## src/tmcw_pkg.sv

```systemverilog
// shared types and constants for the text-mode console writer
package tmcw_pkg;

  localparam int CELL_ADDR_W = 12;
  localparam int ROW_W       = 5;
  localparam int COL_W       = 7;
  localparam int IDX_W       = 11;
  localparam int CELL_W      = 16;
  localparam int QUEUE_DEPTH = 4;
  localparam int QPTR_W      = 2;

  localparam logic [1:0] FUNC_PUT   = 2'd0;
  localparam logic [1:0] FUNC_WRITE = 2'd1;
  localparam logic [1:0] FUNC_SET   = 2'd2;
  localparam logic [1:0] FUNC_READ  = 2'd3;

  localparam logic [7:0] CODE_NEWLINE = 8'd10;
  localparam logic [7:0] CODE_TAB     = 8'd9;
  localparam logic [7:0] CODE_SPACE   = 8'd32;

  localparam logic [7:0]        RESET_COLOR = 8'd79;
  localparam logic [CELL_W-1:0] RESET_CELL  = 16'h4F20;

  // one command for the back end, with the result it reports
  typedef struct packed {
    logic                   pre_clr;
    logic [CELL_ADDR_W-1:0] pre_base;
    logic                   do_wr;
    logic                   do_rd;
    logic [CELL_ADDR_W-1:0] addr;
    logic [CELL_W-1:0]      wdata;
    logic                   post_clr;
    logic [CELL_ADDR_W-1:0] post_base;
    logic [IDX_W-1:0]       cursor_index;
    logic [COL_W-1:0]       cursor_column;
    logic [ROW_W-1:0]       cursor_row;
    logic                   scrolled;
  } cmd_t;

  typedef struct packed {
    logic full;
    logic empty;
  } queue_status_t;

  typedef struct packed {
    logic init_busy;
  } back_status_t;

endpackage

```

## src/tmcw_queue.sv

```systemverilog
// command queue between the front end and the back end
module tmcw_queue
  import tmcw_pkg::*;
(
  input  logic          clk,
  input  logic          rst_n,
  input  logic          push,
  input  cmd_t          push_cmd,
  input  logic          pop,
  output cmd_t          pop_cmd,
  output queue_status_t status
);

  cmd_t              q_r [QUEUE_DEPTH];
  logic [QPTR_W-1:0] wr_ptr_r, wr_ptr_nxt;
  logic [QPTR_W-1:0] rd_ptr_r, rd_ptr_nxt;
  logic [QPTR_W:0]   count_r, count_nxt;

  assign pop_cmd      = q_r[rd_ptr_r];
  assign status.full  = (count_r == (QPTR_W+1)'(QUEUE_DEPTH));
  assign status.empty = (count_r == '0);

  always_comb begin
    wr_ptr_nxt = push ? wr_ptr_r + QPTR_W'(1) : wr_ptr_r;
    rd_ptr_nxt = pop ? rd_ptr_r + QPTR_W'(1) : rd_ptr_r;
    count_nxt  = count_r;
    if (push && !pop) begin
      count_nxt = count_r + (QPTR_W+1)'(1);
    end else if (pop && !push) begin
      count_nxt = count_r - (QPTR_W+1)'(1);
    end
  end

  always_ff @(posedge clk) begin
    if (!rst_n) begin
      wr_ptr_r <= '0;
      rd_ptr_r <= '0;
      count_r  <= '0;
    end else begin
      wr_ptr_r <= wr_ptr_nxt;
      rd_ptr_r <= rd_ptr_nxt;
      count_r  <= count_nxt;
    end
  end

  always_ff @(posedge clk) begin
    if (push) begin
      q_r[wr_ptr_r] <= push_cmd;
    end
  end

  a_no_push_full: assert property (@(posedge clk) disable iff (!rst_n)
    !(push && status.full))
    else $error("queue pushed while full");

  a_no_pop_empty: assert property (@(posedge clk) disable iff (!rst_n)
    !(pop && status.empty))
    else $error("queue popped while empty");

endmodule

```

## config.mk

```make
export PLATFORM = sky130hd
export DESIGN_NAME = tmcw_queue
export DESIGN_NICKNAME = d
export VERILOG_FILES = /design/src/tmcw_pkg.sv /design/src/tmcw_queue.sv
export SDC_FILE = /design/constraint.sdc
export NUM_CORES = 1
export LEC_CHECK = 0
export ABC_AREA = 1
export BUFFER_PORTS_ARGS = -buffer_cell sky130_fd_sc_hd__buf_4
export CAP_MARGIN = 20
export CELL_PAD_IN_SITES_DETAIL_PLACEMENT = 1
export CELL_PAD_IN_SITES_GLOBAL_PLACEMENT = 1
export CORE_UTILIZATION = 35
export DETAILED_ROUTE_END_ITERATION = 12
export GPL_ROUTABILITY_DRIVEN = 1
export PLACE_DENSITY_LB_ADDON = 0.25
export SYNTH_ARGS = -nofsm -noshare
export SYNTH_HDL_FRONTEND = slang
export SYNTH_SLANG_ARGS = --single-unit
```

## constraint.sdc

```tcl
create_clock -name clk -period 7.29 [get_ports clk]
set_input_delay 0.729 -clock clk [delete_from_list [all_inputs] [get_ports clk]]
set_output_delay 0.729 -clock clk [all_outputs]
set_load 0.05 [all_outputs]
```

[Yosys cells after proc, flatten, opt, wreduce, memory -nomap -nowiden]
Memory sizes are Yosys's and may differ from the RTL's. A register that Yosys moved wholly into a read port is not among the register bits.
Cells that the tools add are included.
Storage, ports and cells
  bits in registers: 7
  latch bits: 0
  memory bits (writable): 320
  bits in read-only memories: 0
  input bits: 84
  output and inout port bits: 82
  word-level logic and storage cells: 21
  memories kept: 1
Memory list
  q_r: depth 4, width 80, read ports 1, clocked after Yosys merged registers in 1, wr ports 1, line tmcw_queue.sv:14  | cmd_t q_r [QUEUE_DEPTH];
Operators by class
  $add $sub $neg: 4
  multiply operators: 0
  divide/modulo/power cells: 0
  $lt $le $gt $ge: 0
  eq/ne operators: 1
  shift operators: 0
  muxes and demuxes: 6
  bitwise logic cells: 0
  reductions and logical operators: 6
Operator list (count)
  $mux W3: 2
  $add A2 B1 Y2 const B: 2
  $mux W2: 2
  $add A3 B1 Y3 const B: 1
  $eq A3 B3 Y1 const B: 1
  $logic_not A3 Y1: 1
  $sub A3 B1 Y3 const B: 1
  $logic_and A1 B1 Y1: 2
  $logic_not A1 Y1: 2
  $mux W1: 2
  $reduce_bool A2 Y1: 1

[Depth between registers and ports, before layout]
  depth in word-level cells: 4
  gate-level depth with buffers: 10
  mapped depth without buffers: 10

[Worst setup path after synthesis]
Ideal clock, no wire load.
  kind: in2reg
  start point: input push
  end point: memory q_r[0][0] (netlist name) (enable)
  library setup time: 434 ps
  data arrival time: 2313 ps
  data required time: 6856 ps
  setup slack: 4544 ps
  cell stages on the path: 2
  buffers on the path: 0
  path through: nand2_1 > inv_1
Between the ends
  longest elaborated chain between the ends: 2
RTL lines
  start: declaration: line tmcw_queue.sv:7  | input logic push,
  $mux W1: line tmcw_queue.sv:47  | if (push) begin
  $mux W1 (implied by the code): line tmcw_queue.sv:48  | q_r[wr_ptr_r] <= push_cmd;
  end: declaration: line tmcw_queue.sv:14
Every way passes these cells.

==> metrics.csv <==
metric,value,unit
YS warnings,0,
placed cell area,13800,µm²
final hold vios,0,
first-pass GRT wire length,43500,µm
clk buf depth,3,
Final Cell Area,15000,µm²
drt drc,0,
HP Class,primary input to flop,
starting density of the core,35.5,%
Power Density,303,nW/µm²
Crit Path Category,flop to primary output,
Final WS setup,3.46,ns
critical path's slowest cell,buf_4,
die height,189,µm
max_slew headroom,38.0,%
Final setup viols,0,
"Reg clk slew, reported paths",0.06,ns
synthesized flop and latch total,329,
Worst Setup End Kind,primary output,
Post-CTS Hold Buffers,0,
"most common cell after layout, fill and taps aside",edfxtp_1,
Via density,4.96,
DRT Pass-1 Iters,6,
final wirelength,28300,µm
Final nets,1082,
CTS tree,done,
Register Area,9790,µm²
Post-CTS Setup Repair Bufs,0,
Post-Syn Nets,922,
Peak supply drop,253,µV
post-detail-place hpwl,15600,µm
"Avg Cell Area, Syn",14.7,µm²
Setup Skew,0.00959,ns
fill count,3548,
Worst EP required,6.56,ns
initial drt markers,240,
Final Cycle Share,52.5,%
post-DR wirelength/cell,19.2,µm
layout cells sized above 1,22.8,%
number of max-cap violations,0,
leakage,5.21,nW
port bufs,165,
status,completed,
most frequent cells in the layout,"edfxtp_1, buf_4, nor2_1",
CTS resizes,0,
row count,68,
crit-path cells,inv_6 -> buf_4 -> o21ai_0 -> o22ai_1 -> buf_4,
Area Growth Syn to Fin,22.3,%
Mapped Cells,832,
Max stage delay on crit path,0.72,ns
critical path arrival,3.10,ns
io pins,166,
antenna diode count,0,
Place WS,3.91,ns
Synth area leader,edfxtp_1,
clk sinks,329,
RSZ-0062 raised after global routing,false,
maximum fanout along the worst path,83,
FMAX,261,MHz
post-synth top area share,78.3,%
Worst Tran Pin Value,0.930,ns
clk_lat worst skew,0.50,ns
area taken by multi-input logic gates,2110,µm²
Die Wd,189,µm
routability cong.,0.702,
largest net degree at the start of global routing,89,
Via Count,7320,
CP Launch Type,flop,
CORE AREA,34500,µm²
TritonCTS Buffers,37,
register area share after synthesis,79.8,%
DIE AREA,35800,µm²
remaining antenna violation count after routing,0,
max-slew violations,0,
Synth cell types,20,
clock root buffer,clkbuf_16,
Syn Std Cell Area,12300,µm²
antenna violations before repair,0,
Crit path top cell by count,buf_4,
vias in the first global route,7780,
H-tree depth,2,
minimum clock period after layout,3.83,ns
total gr overflow,0,
ranking of synthesized cells by area,"edfxtp_1, o21ai_0, nor2_1, o22ai_1, dfxtp_1",
TNS Setup,0,ns
gr usage total,15.8,%
==> cells in the mapped netlist <==
library cell,count
nand2_1,9
nor3_1,2
buf_2,1
nand3_1,1
clkbuf_1,38
ha_1,5
nand4_1,1
buf_6,11
buf_12,1
o21ai_1,10
inv_1,16
a21oi_1,4
inv_6,1
nor2_1,165
dfxtp_1,9
edfxtp_1,320
fa_1,1
buf_4,1
o22ai_1,80
o21ai_0,156
==> layout make-up <==
cell class | instances | area share [%]
clock buffers | 47 | 6.71
well taps | 455 | 3.80
inverters | 17 | 0.492
repair buffers | 173 | 8.66
flip-flops and latches | 329 | 65.3
multi-input cells | 434 | 14.1
clock inverters | 20 | 0.984
==> final timing paths <==
kind	startpoint	endpoint	slack, ns	cells after the start
setup / recovery	flop	pop_cmd[62]	3.46	5
hold / removal	push_cmd[20]	q_r[3][20]	0.42	1
setup reg to reg	wr_ptr_r[0]	q_r[0][11]	4.87	5
hold reg to reg	rd_ptr_r[1]	flop	0.45	1
==> routing by layer <==
| layer | up-vias | global-route usage [%] | part of all wire [%] |
|---|---|---|---|
| li1 | 3448 | - | - |
| met1 | 3698 | 19.6 | 44 |
| met2 | 136 | 27.7 | 50 |
| met3 | 38 | 3.61 | 4.6 |
| met4 | 0 | 3.94 | 1.5 |
| met5 | - | 0 | 0 |
==> through the flow <==
stage                     instances  utilization (%)  hold WS [ns]  power (W)
after floorplan                 832                -         0.412    0.00262
after global placement         1408             40.1         0.421    0.00284
after detailed placement       1408             40.1         0.427    0.00285
after CTS                      1475             43.4         0.395    0.00461
after global routing           1475             43.4         0.395    0.00471
final                          1475             43.4         0.423    0.00455
==> power breakdown <==
| part | internal, W | switching [W] | total (W) |
|---|---|---|---|
| combinational | 0.000164 | 0.000441 | 0.000606 |
| sequential | 0.00216 | 0.0000279 | 0.00219 |
| clock | 0.00105 | 0.000703 | 0.00175 |
==> registers in the layout, summed over array words and instances, names as in the netlist, named ones only <==
| signal | count |
|---|---|
| rd_ptr_r | 2 |
| wr_ptr_r | 2 |
| count_r | 3 |
| q_r | 320 |
==> critical path, delay by kind of cell, from the launching register on <==
kind | cells | cell delay, ns
buffers and inverters | 3 | 1.52
DFF | 1 | 0.56
AOI/OAI and AO/OA | 2 | 0.40
==> logic make-up after synthesis <==
| logic type | Yosys count | synth area share [%] |
|---|---|---|
| DFF | 329 | 79.8 |
| AOI/OAI and AO/OA | 250 | 11.0 |
| and+or+nand+nor | 178 | 5.50 |
| buffers and inverters | 69 | 3.00 |
| adders and majority gates | 6 | 0.673 |
(Power assumes the default switching activity.)
