## src/tmcw_pkg.sv

```systemverilog
// shared types and constants for the text-mode console writer
package tmcw_pkg;

  localparam int CELL_ADDR_W = 12;
  localparam int ROW_W       = 5;
  localparam int COL_W       = 7;
  localparam int IDX_W       = 11;
  localparam int CELL_W      = 16;
  localparam int QUEUE_DEPTH = 4;
  localparam int QPTR_W      = 2;

  localparam logic [1:0] FUNC_PUT   = 2'd0;
  localparam logic [1:0] FUNC_WRITE = 2'd1;
  localparam logic [1:0] FUNC_SET   = 2'd2;
  localparam logic [1:0] FUNC_READ  = 2'd3;

  localparam logic [7:0] CODE_NEWLINE = 8'd10;
  localparam logic [7:0] CODE_TAB     = 8'd9;
  localparam logic [7:0] CODE_SPACE   = 8'd32;

  localparam logic [7:0]        RESET_COLOR = 8'd79;
  localparam logic [CELL_W-1:0] RESET_CELL  = 16'h4F20;

  // one command for the back end, with the result it reports
  typedef struct packed {
    logic                   pre_clr;
    logic [CELL_ADDR_W-1:0] pre_base;
    logic                   do_wr;
    logic                   do_rd;
    logic [CELL_ADDR_W-1:0] addr;
    logic [CELL_W-1:0]      wdata;
    logic                   post_clr;
    logic [CELL_ADDR_W-1:0] post_base;
    logic [IDX_W-1:0]       cursor_index;
    logic [COL_W-1:0]       cursor_column;
    logic [ROW_W-1:0]       cursor_row;
    logic                   scrolled;
  } cmd_t;

  typedef struct packed {
    logic full;
    logic empty;
  } queue_status_t;

  typedef struct packed {
    logic init_busy;
  } back_status_t;

endpackage

```

## src/tmcw_front.sv

```systemverilog
// front end: takes items, tracks the cursor and ring base, builds back-end commands
module tmcw_front
  import tmcw_pkg::*;
#(
  parameter int SCREEN_WIDTH  = 80,
  parameter int SCREEN_HEIGHT = 25,
  parameter int TAB_STEP      = 4
) (
  input  logic             clk,
  input  logic             rst_n,
  input  logic             in_valid,
  output logic             in_stall,
  input  logic [1:0]       in_func,
  input  logic [7:0]       in_character,
  input  logic [7:0]       in_entry_color,
  input  logic [COL_W-1:0] in_column,
  input  logic [ROW_W-1:0] in_row,
  input  logic             cfg_valid,
  output logic             cfg_ready,
  input  logic [7:0]       cfg_text_color,
  input  back_status_t     back_status,
  input  queue_status_t    q_status,
  output logic             push,
  output cmd_t             push_cmd
);

  localparam logic [7:0]       W8       = 8'(SCREEN_WIDTH);
  localparam logic [5:0]       H6       = 6'(SCREEN_HEIGHT);
  localparam logic [7:0]       T8       = 8'(TAB_STEP);
  localparam logic [ROW_W-1:0] LAST_ROW = ROW_W'(SCREEN_HEIGHT - 1);
  localparam logic [COL_W-1:0] LAST_COL = COL_W'(SCREEN_WIDTH - 1);

  typedef struct packed {
    logic [ROW_W-1:0] row;
    logic [ROW_W-1:0] base;
    logic             scr;
    logic [ROW_W-1:0] clr_row;
  } adv_t;

  logic [COL_W-1:0] cur_col_r;
  logic [ROW_W-1:0] cur_row_r;
  logic [ROW_W-1:0] base_r;
  logic [7:0]       text_color_r;

  logic [7:0]             c;
  logic [ROW_W-1:0]       r;
  logic [ROW_W-1:0]       b;
  logic [7:0]             ch;
  adv_t                   a1, a2;
  logic                   on_screen;
  logic [CELL_ADDR_W-1:0] idx_full;

  function automatic logic [CELL_ADDR_W-1:0] row_base(input logic [ROW_W-1:0] p);
    return CELL_ADDR_W'(p) * CELL_ADDR_W'(SCREEN_WIDTH);
  endfunction

  // logical row to physical row through the ring base, then to a cell address
  function automatic logic [CELL_ADDR_W-1:0] cell_addr(input logic [ROW_W-1:0] lr,
                                                       input logic [ROW_W-1:0] lb,
                                                       input logic [COL_W-1:0] lc);
    logic [5:0] s;
    logic [5:0] p;
    s = {1'b0, lr} + {1'b0, lb};
    p = (s >= H6) ? s - H6 : s;
    return row_base(p[ROW_W-1:0]) + CELL_ADDR_W'(lc);
  endfunction

  // next row; past the bottom the ring base moves and its old top row is cleared
  function automatic adv_t adv_row(input logic [ROW_W-1:0] lr, input logic [ROW_W-1:0] lb);
    adv_t       a;
    logic [5:0] nr;
    nr        = {1'b0, lr} + 6'd1;
    a.scr     = 1'b0;
    a.clr_row = lb;
    a.base    = lb;
    a.row     = nr[ROW_W-1:0];
    if (nr >= H6) begin
      a.scr  = 1'b1;
      a.row  = LAST_ROW;
      a.base = (lb == LAST_ROW) ? '0 : lb + ROW_W'(1);
    end
    return a;
  endfunction

  assign cfg_ready = 1'b1;
  assign in_stall  = q_status.full || back_status.init_busy;
  assign push      = in_valid && !in_stall;
  assign on_screen = ({1'b0, in_column} < W8) && ({1'b0, in_row} < H6);

  always_comb begin
    c        = {1'b0, cur_col_r};
    r        = cur_row_r;
    b        = base_r;
    ch       = in_character;
    a1       = '0;
    a2       = '0;
    push_cmd = '0;
    unique case (in_func)
      FUNC_PUT: begin
        if (in_character == CODE_NEWLINE) begin
          c                 = '0;
          a1                = adv_row(r, b);
          r                 = a1.row;
          b                 = a1.base;
          push_cmd.pre_clr  = a1.scr;
          push_cmd.pre_base = row_base(a1.clr_row);
        end else begin
          if (in_character == CODE_TAB) begin
            ch = CODE_SPACE;
            c  = c + T8;
            if (c >= W8) begin
              c                 = c - W8;
              a1                = adv_row(r, b);
              r                 = a1.row;
              b                 = a1.base;
              push_cmd.pre_clr  = a1.scr;
              push_cmd.pre_base = row_base(a1.clr_row);
            end
          end
          push_cmd.do_wr = 1'b1;
          push_cmd.addr  = cell_addr(r, b, c[COL_W-1:0]);
          push_cmd.wdata = {text_color_r, ch};
          c              = c + 8'd1;
          if (c >= W8) begin
            c                  = '0;
            a2                 = adv_row(r, b);
            r                  = a2.row;
            b                  = a2.base;
            push_cmd.post_clr  = a2.scr;
            push_cmd.post_base = row_base(a2.clr_row);
          end
        end
      end
      FUNC_WRITE: begin
        push_cmd.do_wr = on_screen;
        push_cmd.addr  = cell_addr(in_row, base_r, in_column);
        push_cmd.wdata = {in_entry_color, in_character};
      end
      FUNC_SET: begin
        c = ({1'b0, in_column} < W8) ? {1'b0, in_column} : {1'b0, LAST_COL};
        r = ({1'b0, in_row} < H6) ? in_row : LAST_ROW;
      end
      FUNC_READ: begin
        push_cmd.do_rd = on_screen;
        push_cmd.addr  = cell_addr(in_row, base_r, in_column);
      end
      default: ;
    endcase
    idx_full               = row_base(r) + CELL_ADDR_W'(c[COL_W-1:0]);
    push_cmd.cursor_index  = idx_full[IDX_W-1:0];
    push_cmd.cursor_column = c[COL_W-1:0];
    push_cmd.cursor_row    = r;
    push_cmd.scrolled      = a1.scr || a2.scr;
  end

  always_ff @(posedge clk) begin
    if (!rst_n) begin
      cur_col_r    <= '0;
      cur_row_r    <= '0;
      base_r       <= '0;
      text_color_r <= RESET_COLOR;
    end else begin
      if (push) begin
        cur_col_r <= c[COL_W-1:0];
        cur_row_r <= r;
        base_r    <= b;
      end
      if (cfg_valid && cfg_ready) begin
        text_color_r <= cfg_text_color;
      end
    end
  end

endmodule

```

## config.mk

```make
export PLATFORM = sky130hd
export DESIGN_NAME = tmcw_front
export DESIGN_NICKNAME = d
export VERILOG_FILES = /design/src/tmcw_pkg.sv /design/src/tmcw_front.sv
export SDC_FILE = /design/constraint.sdc
export NUM_CORES = 1
export LEC_CHECK = 0
export ABC_CLOCK_PERIOD_IN_PS = 41700
export BUFFER_PORTS_ARGS = -buffer_cell sky130_fd_sc_hd__buf_4
export CORE_MARGIN = 1.5
export CORE_UTILIZATION = 61
export CTS_CLUSTER_DIAMETER = 80
export DETAILED_ROUTE_END_ITERATION = 10
export GPL_TIMING_DRIVEN = 0
export MAX_ROUTING_LAYER = met4
export PLACE_DENSITY = 0.89
export SLEW_MARGIN = 0
export SYNTH_ARGS = -nofsm -noshare
export SYNTH_HDL_FRONTEND = slang
export SYNTH_SLANG_ARGS = --single-unit
```

## constraint.sdc

```tcl
create_clock -name clk -period 41.7 [get_ports clk]
set_input_delay 12.51 -clock clk [delete_from_list [all_inputs] [get_ports clk]]
set_output_delay 12.51 -clock clk [all_outputs]
set_load 0.01 [all_outputs]
```

After elaboration in Yosys (flattened, before gate mapping) --
Index checks and enable logic that the tools add are counted.
Storage, ports and cells: register bits 25, bits of input ports 45, output and inout port bits 83, word-level logic and storage cells 94
Operators by class: add/sub/neg operators 14, $mul 5, $lt $le $gt $ge 8, equality and inequality tests 7, mux-type cells 48, reduce and logical (&&, ||, !) cells 8
Operators by type and width (number):
- two-way mux 5 bit | 17
- two-way mux 13 bit | 6
- two-way mux 6 bit | 7
- two-way mux 41 bit | 1
- two-way mux 8 bit | 5
- multiplier 5 x 3 -> 8 bit, second input constant | 4
- one-hot mux 16 bit (2 select lines) | 1
- adder 12 x 7 -> 12 bit | 2
- greater-or-equal comparator 6 x 5 -> 1 bit, second input constant | 4
- one-hot mux 12 bit (2 select lines) | 1
- two-way mux 11 bit | 2
- two-way mux 7 bit | 3
- == test 8 x 4 -> 1 bit, second input constant | 2
- greater-or-equal comparator 8 x 7 -> 1 bit, second input constant | 2
- one-hot mux 7 bit (2 select lines) | 1
- adder 5 x 1 -> 6 bit, second input constant | 2
- adder 5 x 5 -> 6 bit | 2
- adder 11 x 7 -> 11 bit | 1
- adder 5 x 1 -> 5 bit, second input constant | 2
- == test 5 bit, second input constant | 2
- one-hot mux 5 bit (2 select lines) | 1
- subtractor 5 bit, second input constant | 2
- adder 7 x 3 -> 8 bit, second input constant | 1
- adder 8 x 1 -> 8 bit, second input constant | 1
- 14 further kinds | 18

Logic depth before layout (Yosys ltp) --
depth in word-level cells 15, mapped depth 33

Worst setup path before layout --
No wires, ideal clock.
kind input -> output, start point input in_character[1], end point output push_cmd[63] in the netlist's numbering, data arrival time 18077 ps, required time 29190 ps, slack 11113 ps, stages on the path 25, path buffers 0, cell sequence nor4b_4 nand2_4 nor4_4 nand2_1 o31ai_1 ha_1 ha_1 inv_1 ha_1 nor3b_1 o41ai_1 mux2_2 a21oi_1 nor3_1 o22ai_1 nand2_1 o21ai_0 ha_1 ha_1 fa_1 and2_1 a221oi_1 o22ai_1 xnor2_1 o22ai_1
RTL lines:
- start: declaration | RTL line tmcw_front.sv:14 | input logic [7:0] in_character,
- end: declaration | RTL line tmcw_front.sv:24 | output cmd_t push_cmd

==> flow_metrics.env <==
export IMPL_io_buffers=115
export IMPL_layout_common_cells="buf_4, nand2_1, ha_1"
export IMPL_drt_iter0_drc=600
export IMPL_drc_errors=0
export IMPL_dpl_hpwl_um=14500
export IMPL_hold_path_end="text_color_r[0]"
export IMPL_viasPerCell=6.52
export IMPL_syn_avg_cell_area_um2=7.37
export IMPL_numCtsBuffers=3
export IMPL_relSlewSlack_pct=35.1
export IMPL_grt_pass1_vias=5822
export IMPL_ff2ff_path_depth=15
export IMPL_reg2reg_slack_ns=36.65
export IMPL_cap_violations=0
export IMPL_reg2reg_to="cur_row_r[2]"
export IMPL_setup_viol=0
export IMPL_io_pins=128
export IMPL_cts_max_path_buffers=2
export IMPL_worst_slew_pin_slew_ns=0.971
export IMPL_row_count=34
export IMPL_post_cts_buffers=0
export IMPL_synth_cells=728
export IMPL_worstSetupPathType="input pin to output pin"
export IMPL_clock_latency_ns=0.28
export IMPL_required_ns=29.19
export IMPL_diodes=0
export IMPL_vias=6271
export IMPL_cp_end_kind="output pin"
export IMPL_grt_start_max_net_pins=16
export IMPL_start_util_pct=62.2
export IMPL_fin_crit_sh_pct=76.6
export IMPL_cp_data_arrival_time_ns=19.43
export IMPL_ys_seq_elements=25
export IMPL_ctsResizeCount=0
export IMPL_synthesis_area_um2=5370
export IMPL_worstPathMaxFanout=9
export IMPL_antenna_found_initial=0
export IMPL_hp_start="text_color_r[0]"
export IMPL_yosysSeqAreaShare_pct=9.32
export IMPL_powerDensity_nw_per_um2=15.2
export IMPL_h_tree_depth=1
export IMPL_power_uw=98.1
export IMPL_ys_types=78
export IMPL_drtPass1Iterations=5
export IMPL_min_path_type="flip-flop to flip-flop"
export IMPL_grt_setup_unrepaired="false"
export IMPL_synthArstFlopShare_pct=0
export IMPL_maxSlewViolCount=0
export IMPL_synth_edff_count=0
export IMPL_hold_depth=2
export IMPL_cts_hold_buffers_added=0
export IMPL_area_growth_pct=20.0
export IMPL_clkTransAtPathRegs_ns=0.10
export IMPL_hold_viol=0
export IMPL_root_buffer="clkbuf_8"
export IMPL_coreArea_um2=8640
export IMPL_max_freq_mhz=31.3
export IMPL_grt_pass1_wl_um=28400
export IMPL_yosys_warnings=0
export IMPL_routedWlPerCell_um=18.5
export IMPL_dieArea_um2=9370
export IMPL_final_antenna_net_count=0
export IMPL_layout_commonest_cell="buf_4"
export IMPL_final_layout_size_suffix_gt1_share_pct=19.8
export IMPL_status="completed"
export IMPL_dieWidth_um=96.8
export IMPL_r2r_start="cur_col_r[2]"
export IMPL_p_leak_uw=0.00299
export IMPL_cts_tree="built"
export IMPL_nNetsFinal=973
export IMPL_fin_crit_ns=31.94
export IMPL_routed_wl_um=17800
export IMPL_grt_total_usage_pct=37.5
export IMPL_fill_cells=681
export IMPL_place_gp_congestion=0.963
export IMPL_worst_setup_path_start_kind="input pin"
export IMPL_fin_skew_ns=0.00617
export IMPL_finalSetupTns_ns=0
export IMPL_ir_drop_v=0.0000130
export IMPL_grt_ovfl_total=0
export IMPL_die_h_um=96.8
export IMPL_cts_sinks=25
export IMPL_synth_ff_type="dfxtp_1"
power by group:
part,leakage (µW),total (µW),switching (µW),internal [µW]
Sequential,0.000204,25.6,0.877,24.7
Combinational,0.00276,56.9,30.9,26.0
Clock,0.0000217,15.5,8.74,6.80
Total,0.00299,98.1,40.6,57.5
registers in the layout, indices dropped and copies added, names as in the netlist:
| register | flops |
|---|---|
| cur_col_r | 7 |
| cur_row_r | 5 |
| base_r | 5 |
| text_color_r | 8 |
cell usage after synthesis (11+ instances only):
library cell	instances	share of area [%]
xnor2_1	27	4.4
xor2_1	13	2.1
nor2b_1	16	1.9
o22ai_1	11	1.3
mux2i_1	18	3.4
inv_1	48	3.4
nand3_1	13	1.2
buf_4	14	2.0
nand2_1	64	4.5
dfxtp_1	25	9.3
nor3_1	22	2.1
a211oi_1	11	1.5
o21ai_0	50	4.7
clkbuf_1	24	1.7
a21oi_1	35	3.3
a21o_1	20	2.8
a31oi_1	12	1.4
nor2_1	58	4.1
ha_1	64	15
worst max-delay path, cell delays in order:
cell and delay [ns]:
buf_4 0.14, nor4b_4 0.41, nand2_4 0.19, nor4_4 0.72
nand2_1 0.21, o31ai_1 0.69, ha_1 0.32, ha_1 0.26
inv_1 0.10, ha_1 0.23, nor3b_1 0.21, o41ai_1 0.10
mux2_2 0.28, a21oi_1 0.15, nor3_1 0.07, o22ai_1 0.14
nand2_1 0.16, o21ai_0 0.44, ha_1 0.33, ha_1 0.23
fa_1 0.59, nand2_1 0.08, o311a_1 0.29, o22ai_1 0.16
xnor2_1 0.16, o22ai_1 0.11, buf_4 0.17
routing by layer:
| layer | wire, µm | vias to the layer above | share of wire, % | global-route usage, % |
|---|---|---|---|---|
| li1 | - | 2918 | - | - |
| met1 | 7170 | 2956 | 40 | 45.9 |
| met2 | 8630 | 348 | 49 | 64.8 |
| met3 | 1550 | 49 | 8.7 | 4.19 |
| met4 | 426 | 0 | 2.4 | 11.3 |
| met5 | 0 | - | 0 | - |
stage by stage:
stage / hold WS, ns / instances / worst slack [ns] / utilization (%) / instance area (µm²)
2_1_floorplan: 0.442 / 735 / 11.11 / - / 5400
3_3_place_gp: 0.455 / 958 / 9.96 / 74.0 / 6390
3_5_place_dp: 0.469 / 958 / 9.88 / 74.0 / 6390
4_1_cts: 0.494 / 962 / 9.84 / 74.6 / 6440
5_1_grt: 0.526 / 962 / 9.23 / 74.6 / 6440
6_report: 0.493 / 962 / 9.76 / 74.6 / 6440
area by class of cell:
cell class	count	area, µm²	share of cell area, %
Multi-Input combinational cell	615	4480	69.5
Timing Repair Buffer	115	863	13.4
Sequential cell	25	500	7.77
Buffer	46	231	3.59
Inverter	49	184	2.85
Tap cell	108	135	2.10
Clock buffer	3	41.3	0.641
Clock inverter	1	7.51	0.117
worst max path at each step:
stage	start	end
after floorplan	in_character[1]	push_cmd[63]
final	in_character[1]	push_cmd[63]
after global routing	in_character[1]	push_cmd[63]
after detailed placement	in_character[1]	push_cmd[63]
after CTS	in_character[1]	push_cmd[63]
after global placement	in_character[1]	push_cmd[63]
kinds of logic (layout without fill, tap and decap cells):
logic type / Yosys count / in the layout / share of synthesized area [%]
AND/OR/NAND/NOR: 245 / 245 / 24.0
AO/OA/AOI/OAI: 221 / 221 / 28.7
buffers and inverters: 95 / 214 / 7.74
adder cells (fa/ha/maj): 73 / 73 / 18.3
XOR/XNOR: 40 / 40 / 6.53
multiplexers: 27 / 27 / 5.31
flip-flops: 25 / 25 / 9.32
other: 2 / 9 / 0.140
(Power assumes the default switching activity.)
